`config.mk`:
```
export PLATFORM = sky130hd
export DESIGN_NAME = fca_ctrl
export DESIGN_NICKNAME = d
export VERILOG_FILES = /design/src/sv/fca_pkg.sv /design/src/sv/fca_ctrl.sv
export SDC_FILE = /design/constraint.sdc
export NUM_CORES = 1
export LEC_CHECK = 0
export BUFFER_PORTS_ARGS = -buffer_cell sky130_fd_sc_hd__buf_4
export CAP_MARGIN = 15
export CELL_PAD_IN_SITES_DETAIL_PLACEMENT = 0
export CELL_PAD_IN_SITES_GLOBAL_PLACEMENT = 1
export CORE_MARGIN = 5
export CORE_UTILIZATION = 35
export CTS_CLUSTER_DIAMETER = 200
export DETAILED_ROUTE_END_ITERATION = 8
export GPL_TIMING_DRIVEN = 0
export PLACE_DENSITY_LB_ADDON = 0.1
export SLEW_MARGIN = 20
export SYNTH_ARGS = -nofsm -noshare
export SYNTH_HDL_FRONTEND = slang
export SYNTH_SLANG_ARGS = --single-unit
```
`constraint.sdc`:
```
create_clock -name clk -period 2 [get_ports clk]
set_input_delay 0 -clock clk [delete_from_list [all_inputs] [get_ports clk]]
set_output_delay 0 -clock clk [all_outputs]
set_load 0.1 [all_outputs]
```
`src/sv/fca_pkg.sv`:
```
// shared types, constants and helpers for the cluster chain allocator
// no dependencies
`default_nettype none

package fca_pkg;

  // table geometry
  localparam int ENTRIES       = 512;
  localparam int CLUSTER_BYTES = 2048;
  localparam int IDX_W         = $clog2(ENTRIES);
  localparam int CNT_W         = $clog2(ENTRIES + 1);
  localparam int CB_SHIFT      = $clog2(CLUSTER_BYTES);

  // word field widths
  localparam int KIND_W    = 2;
  localparam int CLUSTER_W = 9;
  localparam int SIZE_W    = 21;
  localparam int VALUE_W   = 32;
  localparam int STATUS_W  = 2;
  localparam int COUNT_W   = 10;
  localparam int NEED_W    = SIZE_W - CB_SHIFT + 1;

  // link encodings
  localparam logic [VALUE_W-1:0] LINK_EMPTY = 32'h0000_0000;
  localparam logic [VALUE_W-1:0] LINK_EOC   = 32'h0FFF_FFFF;
  localparam logic [VALUE_W-1:0] LINK_MEDIA = 32'h0FFF_FFF8;
  localparam logic [VALUE_W-1:0] LINK_MASK  = 32'h0FFF_FFFF;

  typedef enum logic [KIND_W-1:0] {
    KIND_ALLOC = 2'd0,
    KIND_FREE  = 2'd1,
    KIND_READ  = 2'd2,
    KIND_WRITE = 2'd3
  } kind_t;

  typedef enum logic [STATUS_W-1:0] {
    STAT_OK      = 2'd0,
    STAT_FULL    = 2'd1,
    STAT_PARTIAL = 2'd2,
    STAT_BADLINK = 2'd3
  } status_t;

  typedef enum logic [3:0] {
    S_CLEAR,
    S_IDLE,
    S_ALLOC_START,
    S_ALLOC_CHK,
    S_ALLOC_END,
    S_FREE_START,
    S_FREE_CHK,
    S_READ_RD,
    S_READ_CAP,
    S_WRITE,
    S_DONE
  } state_t;

  typedef enum logic [3:0] {
    CMD_NONE,
    CMD_CLEAR,
    CMD_LOAD,
    CMD_ALLOC_START,
    CMD_ALLOC_CHK,
    CMD_ALLOC_END,
    CMD_FREE_START,
    CMD_FREE_CHK,
    CMD_READ_RD,
    CMD_READ_CAP,
    CMD_WRITE,
    CMD_POST
  } cmd_t;

  typedef struct packed {
    cmd_t cmd;
  } ctl_t;

  typedef struct packed {
    logic clear_last;
    logic alloc_stop;
    logic free_start_ok;
    logic free_stop;
    logic out_free;
  } stat_t;

  // contents of an entry right after reset
  function automatic logic [VALUE_W-1:0] link_reset(input logic [IDX_W-1:0] idx);
    logic [VALUE_W-1:0] v;
    if (idx == IDX_W'(0)) begin
      v = LINK_MEDIA;
    end else if (idx < IDX_W'(3)) begin
      v = LINK_EOC;
    end else begin
      v = LINK_EMPTY;
    end
    return v;
  endfunction

  function automatic logic is_end_mark(input logic [VALUE_W-1:0] v);
    return (v & LINK_MASK) >= LINK_MEDIA;
  endfunction

endpackage

`default_nettype wire

```
`src/sv/fca_ctrl.sv`:
```
// controller: sequences table clear, allocate scan, free walk, read and write
// depends on fca_pkg
`default_nettype none

module fca_ctrl import fca_pkg::*; (
  input  logic              clk,
  input  logic              rst_n,
  input  logic              in_valid,
  input  logic [KIND_W-1:0] in_kind,
  input  stat_t             stat,
  output logic              in_ready,
  output ctl_t              ctl
);

  state_t state_r, state_nxt;

  always_ff @(posedge clk) begin
    if (!rst_n) begin
      state_r <= S_CLEAR;
    end else begin
      state_r <= state_nxt;
    end
  end

  always_comb begin
    state_nxt = state_r;
    ctl.cmd   = CMD_NONE;
    in_ready  = 1'b0;

    unique case (state_r)
      S_CLEAR: begin
        ctl.cmd = CMD_CLEAR;
        if (stat.clear_last) begin
          state_nxt = S_IDLE;
        end
      end
      S_IDLE: begin
        in_ready = 1'b1;
        if (in_valid) begin
          ctl.cmd = CMD_LOAD;
          unique case (kind_t'(in_kind))
            KIND_ALLOC: state_nxt = S_ALLOC_START;
            KIND_FREE:  state_nxt = S_FREE_START;
            KIND_READ:  state_nxt = S_READ_RD;
            KIND_WRITE: state_nxt = S_WRITE;
            default:    state_nxt = S_IDLE;
          endcase
        end
      end
      S_ALLOC_START: begin
        ctl.cmd   = CMD_ALLOC_START;
        state_nxt = S_ALLOC_CHK;
      end
      S_ALLOC_CHK: begin
        ctl.cmd = CMD_ALLOC_CHK;
        if (stat.alloc_stop) begin
          state_nxt = S_ALLOC_END;
        end
      end
      S_ALLOC_END: begin
        ctl.cmd   = CMD_ALLOC_END;
        state_nxt = S_DONE;
      end
      S_FREE_START: begin
        ctl.cmd   = CMD_FREE_START;
        state_nxt = stat.free_start_ok ? S_FREE_CHK : S_DONE;
      end
      S_FREE_CHK: begin
        ctl.cmd = CMD_FREE_CHK;
        if (stat.free_stop) begin
          state_nxt = S_DONE;
        end
      end
      S_READ_RD: begin
        ctl.cmd   = CMD_READ_RD;
        state_nxt = S_READ_CAP;
      end
      S_READ_CAP: begin
        ctl.cmd   = CMD_READ_CAP;
        state_nxt = S_DONE;
      end
      S_WRITE: begin
        ctl.cmd   = CMD_WRITE;
        state_nxt = S_DONE;
      end
      S_DONE: begin
        // wait for the result register to free up
        if (stat.out_free) begin
          ctl.cmd   = CMD_POST;
          state_nxt = S_IDLE;
        end
      end
      default: begin
        state_nxt = S_IDLE;
      end
    endcase
  end

endmodule

`default_nettype wire

```
After elaboration in Yosys (flattened, before gate mapping)
Cells that the tools add are included.
Widths: inputs -> output; s select.
{ "classes": {"n_reduce_logical": 4, "n_mux": 12, "eq_ne": 18} }
{ "op_table": {"columns": ["cell", "n"], "rows": [
  ["$pmux 4 s11", 1],
  ["$pmux 4 s9", 1],
  ["$mux 4", 7],
  ["$eq 4x3->1 const B", 4],
  ["$pmux 4 s4", 1],
  ["$eq 4x4->1 const B", 3],
  ["$ne 2x2->1 const B", 5],
  ["$eq 4x2->1 const B", 2],
  ["$reduce_and 5->1", 1],
  ["$eq 2x2->1 const B", 2],
  ["$eq 4x1->1 const B", 1],
  ["$logic_not 4->1", 1],
  ["$reduce_or 3->1", 1],
  ["$eq 2x1->1 const B", 1],
  ["$logic_not 2->1", 1],
  ["$mux 2", 1],
  ["$mux 1", 1]
]} }
{ "word_totals": {"register_bits": 4, "wordCells": 35, "output_inout_bits": 5} }

Depth between registers and ports, before layout
Gate-level depths: netlist of run 1.
{ "depth": {"ltp_word": 4, "mapped_depth": 6} }

Worst setup path after synthesis of run 1
No wires, ideal clock.
{ "synth_timing": {"path_kind": "reg-to-output", "from": "reg state_r[2]", "to": "out in_ready", "t_arrival_ns": 3.542, "path_stages_with_launch": 4, "required_ns": 2.000, "n_path_buf": 2, "slack_ns": -1.542, "path_cell_list": "dfxtp_1 buf_6 clkbuf_1 nor4_1"} }
{ "synth_between": {"elab_chain_len": 2} }
{ "synth_lines": {"columns": ["element", "line_no", "source"], "rows": [
  ["start, declared", "fca_ctrl.sv:15", "state_t state_r, state_nxt;"],
  ["start signal, assigned", "fca_ctrl.sv:21", "state_r <= state_nxt;"],
  ["$eq 4x1->1", "fca_ctrl.sv:30", "unique case (state_r)"],
  ["$mux 1", "fca_ctrl.sv:30", null],
  ["end, declared", "fca_ctrl.sv:11", "output logic in_ready,"]
]} }
Every way passes these cells.

==> results.txt, run 1 <==
syn avg cell area: 7.950 sq um
vias in the first global route: 519
Cell Area, Synth: 516.7 sq um
library cells used by synthesis: 35
drt drc: 0
path depth of the worst reg2reg path: 5
Req. time, crit path: 2.00 ns
flop2flop setup slack: 0.42 ns
WP data arrival: 1.69 ns
clock-pin slew on the worst setup and hold paths: 0.04 ns
# diodes: 0
status: completed
final hold vios: 0
element type at the critical path end: output port
hpwl dp: 983.7 um
Max Cap Viol: 0
fin cells: 97
HP Class: in -> reg
initial antenna violation count: 0
Syn. warnings: 0
biggest regs: state_r (4)
ratio of cells with drive above 1 in the final layout: 34.15%
# fillers: 141
Yosys top cell by area: dfxtp_1
total CTS buffers: 3
Post-CTS Setup Repair Bufs: 0
max reg flops: 4
Fmax: 0.5934 GHz
initial DRC count: 14
WHS: 0.2750 ns
routed vias/inst: 5.299
reg2reg end: state_r[2]
Slew Viols, Final: 0
CP max FO: 10
LEAKAGE: 0.3018 nW
Cell Rows: 13
CTS Buffer Depth: 2
Worst Setup Path Type: reg -> out
pin count of the biggest net entering global routing: 11
reg2reg start: state_r[1]
setup tns final: 0 ns
worst slew pin tran: 0.4860 ns
Post-Synthesis Cells: 65
Cells after DPL: 94
H-tree levels: 1
Final setup viols: 0
clock root buffer: clkbuf_4
Worst-Skew Late Latency: 0.23 ns
Final Skew: 0.003494 ns
Initial Utilization: 38.28%
commonest non-fill, non-tap cell in the layout: buf_4
largest register by flop count: state_r
Pre-antenna DRT Iters: 4
area share of the largest cell type after synthesis: 15.50%
Wirelength per Cell: 12.95 um
final worst-path cycle share: 84.26%
CTS sink count: 4
routed vias: 514
CP startpoint kind: flop
RSZ-0062 raised after global routing: no
Hold Path Stages: 4
P per Cell Area: 1836 nW/um^2
Overflow after GRT: 0
Chip Height: 48.43 um
Worst VDD drop: 765.5 uV
Hold EP: state_r[3]
Hold Startpoint: stat[0]
Layout Utilization: 51.16%
GRT Util Overall: 11.85%
Die W: 48.43 um
IO Port Bufs: 14
final wirelength: 1256 um
post-route minimum period: 1.685 ns
most frequent cells in the layout: buf_4, inv_1, nor2_1
sequential share of the synthesized area: 15.50%
gpl congestion: 0.7952
Syn-to-layout area delta: 33.66%
Nets: 97
Syn Nets: 78
placed cell areas: 661.9 sq um
io pins: 15
first-pass GRT wire length: 2249 um
CTS tree: yes
Core Area: 1350 sq um
top cells by area, synth: dfxtp_1, ha_1, buf_6
post-route ant nets: 0
die area: 2345 sq um
Rel. slew slack: 67.60%
post-synthesis register bit count: 4
design area: 690.7 sq um
-- cells by family after synthesis --
| kind of cell | share of synthesized area, % |
|---|---|
| AOI/OAI and AO/OA | 36.81 |
| DFF | 15.50 |
| buffers and inverters | 12.35 |
| xor gates and xnor gates | 1.695 |
| and+or+nand+nor | 26.39 |
| adders and majority gates | 7.265 |
-- layout make-up --
class	count	area, sq um	share of cell area [%]
inverter	5	18.77	2.717
timing repair buffer	15	115.1	16.67
tap	15	18.77	2.717
clock buffer	3	22.52	3.261
sequential	4	80.08	11.59
multi-input combinational	49	394.1	57.07
buffer	6	41.29	5.978
-- how the worst max path moves through the flow --
stage	startpoint	cells past startpoint	endpoint
4_1_cts	state_r[3]	6	ctl[1]
3_5_place_dp	state_r[3]	6	ctl[1]
3_3_place_gp	state_r[3]	6	ctl[1]
6_report	state_r[0]	5	ctl[1]
2_1_floorplan	state_r[3]	5	ctl[1]
5_1_grt	state_r[0]	5	ctl[1]
-- where the power goes --
part           switching, mW  total (mW)  internal (mW)  leakage [nW]
Clock                 0.0306      0.0976         0.0669        0.0138
Sequential            0.0161       0.126          0.110        0.0328
Combinational          0.712        1.04          0.333         0.255
Total                  0.758        1.27          0.510         0.302
-- critical path: stages, from the launching register on --
cell      delay [ns]
dfxtp_1         0.33
buf_2           0.18
inv_1           0.21
o21ai_0         0.16
a221oi_2        0.24
buf_4           0.33
-- what timing repair did --
item | 4_1_cts | 5_1_grt
setup endpoints to repair | 0 | 1
hold buffers | 1 | 0
endpoints found under the hold margin | 2 | 0
gates resized for setup | 0 | 0
-- per-stage QoR --
stage / power, mW / setup WS [ns]
floorplan: 0.9931 / -0.3097
global placement: 1.175 / 0.3112
detailed placement: 1.178 / 0.3306
CTS: 1.282 / 0.07097
global route: 1.352 / 0.1872
finish: 1.268 / 0.3147
-- Yosys cell counts --
library cell / number
or4b_4: 1
nor4bb_1: 1
o21ai_1: 1
inv_1: 5
or3_4: 1
nor2_1: 5
o21ai_0: 4
nand2b_1: 2
dfxtp_1: 4
clkbuf_1: 2
a32o_1: 1
a22o_1: 1
a221oi_1: 1
or2b_1: 1
xor2_1: 1
nand4bb_1: 1
buf_2: 3
or3_1: 2
a21oi_1: 4
nand2_1: 1
a21boi_1: 1
a21o_1: 1
a211oi_1: 1
a211oi_4: 1
buf_6: 2
nor4_1: 2
nand3b_1: 1
ha_1: 3
a2111o_1: 1
nor3_1: 3
o21a_1: 2
o211ai_1: 1
o311a_1: 1
a21oi_4: 1
o31ai_1: 2
-- metal layers --
layer	wire length, um	vias up	share of wire (%)	track usage [%]
met4	0	0	0	4.147
met1	658	228	52	15.30
met3	40	0	3.2	4.893
li1	-	276	-	-
met2	557	10	44	17.39
met5	0	-	0	0
Power figures use the tool's default switching activity.
==> run 2, diff against run 1 <==
clock period = 1.75 ns   (was 2 ns; I/O delays follow)
==> run 2 against run 1 <==
Compared with the run above:
- clock power increased by 14%
- critical path depth unchanged
- hold slack gained 0.0039 ns
- non-clock buffer count stayed put
- global-route usage shrank 0.063 points
- die area did not move
- via count rose by 2.9%
- combinational power up 16%
- count of clock-buffer cells in the layout is the same
- sequential cell count is the same
- register-to-register slack got worse by 0.25 ns
- critical endpoint unchanged
==> results.txt, run 2 (synthesis gave the netlist of run 1 again) <==
top sig layer: met3 (unchanged)
Hold Startpoint: stat[0] (unchanged)
Chip Height: 48.43 um (unchanged)
final worst-path cycle share: 93.84%
wire length on met3: 38 um (was 40 um)
Syn-to-layout area delta: 34.62% (was 33.66%)
P per Cell Area: 2103 nW/um^2 (was 1836 nW/um^2)
post-route ant nets: 0 (unchanged)
most frequent cells in the layout: buf_4, inv_1, nor2_1 (unchanged)
# diodes: 0 (unchanged)
Cells after DPL: 94 (unchanged)
io pins: 15 (unchanged)
hpwl dp: 983.7 um (unchanged)
design area: 695.7 sq um (was 690.7 sq um)
GRT Util Overall: 11.79% (was 11.85%)
max reg flops: 4 (unchanged)
clock root buffer: clkbuf_4 (unchanged)
final wirelength: 1265 um (was 1256 um)
Setup WS post-layout: 0.1078 ns (was 0.3147 ns)
routed vias: 529 (was 514)
element type at the critical path end: output port (unchanged)
post-route minimum period: 1.642 ns
Critical Path Max Stage Delay: 0.32 ns (was 0.33 ns)
Slew Viols, Final: 0 (unchanged)
reg2reg start: state_r[1] (unchanged)
setup tns final: 0 ns (unchanged)
Critical path buffers and inverters: 3 (unchanged)
pin count of the biggest net entering global routing: 11 (unchanged)
Final Skew: 0.003541 ns (was 0.003494 ns)
drt drc: 0 (unchanged)
total power: 1.463 mW (was 1.268 mW)
Fmax: 0.6089 GHz
Cell Rows: 13 (unchanged)
path depth of the worst reg2reg path: 5 (unchanged)
largest delay contributor family on the critical path: buffers and inverters (unchanged)
final hold vios: 0 (unchanged)
Rel. slew slack: 73.69% (was 67.60%)
ratio of cells with drive above 1 in the final layout: 35.37% (was 34.15%)
WP data arrival: 1.64 ns (was 1.69 ns)
placed cell areas: 661.9 sq um (unchanged)
initial DRC count: 15 (was 14)
commonest non-fill, non-tap cell in the layout: buf_4 (unchanged)
initial antenna violation count: 0 (unchanged)
CTS sink count: 4 (unchanged)
pre-CTS setup slack: 0.08065 ns (was 0.3306 ns)
first-pass GRT wire length: 2235 um (was 2249 um)
WHS: 0.2789 ns (was 0.2750 ns)
CP max FO: 10 (unchanged)
Hold Path Stages: 4 (unchanged)
worst slew pin tran: 0.3910 ns (was 0.4860 ns)
die area: 2345 sq um (unchanged)
WL met1: 639 um (was 658 um)
HP Class: in -> reg (unchanged)
Pre-antenna DRT Iters: 4 (unchanged)
routed vias/inst: 5.454 (was 5.299)
biggest regs: state_r (4) (unchanged)
Layout Utilization: 51.53% (was 51.16%)
Worst Setup Path Type: reg -> out (unchanged)
reg2reg end: state_r[2] (unchanged)
H-tree levels: 1 (unchanged)
met2 WL post-DR: 586 um (was 557 um)
Post-CTS Setup Repair Bufs: 0 (unchanged)
CTS Buffer Depth: 2 (unchanged)
gpl congestion: 0.7952 (unchanged)
vias in the first global route: 516 (was 519)
IO Port Bufs: 14 (unchanged)
total CTS buffers: 3 (unchanged)
LEAKAGE: 0.3062 nW (was 0.3018 nW)
Req. time, crit path: 1.75 ns (was 2.00 ns)
Final setup viols: 0 (unchanged)
flop2flop setup slack: 0.17 ns (was 0.42 ns)
worst-path cell chain: buf_2 -> inv_1 -> o21ai_0 -> a221oi_2 -> buf_6 (was buf_2 -> inv_1 -> o21ai_0 -> a221oi_2 -> buf_4)
Core Area: 1350 sq um (unchanged)
Nets: 97 (unchanged)
clock-pin slew on the worst setup and hold paths: 0.04 ns (about the same)
CP startpoint: state_r[0] (unchanged)
Initial Utilization: 38.28% (unchanged)
CP startpoint kind: flop (unchanged)
Hold EP: state_r[3] (unchanged)
RSZ-0062 raised after global routing: yes (was no)
Max Cap Viol: 0 (unchanged)
Overflow after GRT: 0 (unchanged)
status: completed (unchanged)
CTS tree: yes (unchanged)
Worst-Skew Late Latency: 0.23 ns (about the same)
fin cells: 97 (unchanged)
largest register by flop count: state_r (unchanged)
Die W: 48.43 um (unchanged)
Worst VDD drop: 871.4 uV (was 765.5 uV)
Wirelength per Cell: 13.04 um (was 12.95 um)
Critical-path top delay cell: dfxtp_1 (unchanged)
-- run 2: routing by layer --
layer	up-vias	global-route usage, %
met4	0	4.147
met5	-	0
met1	243	15.30
li1	276	-
met2	10	17.39
met3	0	4.587
-- run 2: tightest hold or removal path, delay by kind of cell --
kind            cells  cell delay, ns
buf+inv             1            0.10
simple gates        2            0.19
compound gates      1            0.18
-- run 2: final cells by class --
| type | instances | area [sq um] |
|---|---|---|
| plain buffers | 6 | 42.54 |
| flip-flops and latches | 4 | 80.08 |
| repair buffers | 15 | 118.9 |
| inverters | 5 | 18.77 |
| well taps | 15 | 18.77 |
| multi-input cells | 49 | 394.1 |
| clock buffers | 3 | 22.52 |
| fillers | 141 | 654.4 |
-- run 2: worst max-delay path by stage --
stage | endpoint | slack (ns) | depth (start not counted)
after floorplan | ctl[1] | -0.56 | 5
after global placement | ctl[1] | 0.06 | 6
after detailed placement | ctl[1] | 0.08 | 6
after CTS | ctl[1] | 0.002 | 6
after global routing | ctl[1] | -0.03 | 5
final | ctl[1] | 0.11 | 5
-- run 2: repair_timing --
| action | CTS | global route |
|---|---|---|
| hold buffers | 1 | 0 |
| setup endpoints to repair | 2 | 2 |
| hold endpoints to repair | 2 | 0 |
| gates resized for setup | 2 | 2 |
-- run 2: report_power, final --
part / switching [mW] / internal (mW)
clock network: 0.0349 / 0.0765
registers: 0.0180 / 0.125
logic: 0.815 / 0.393
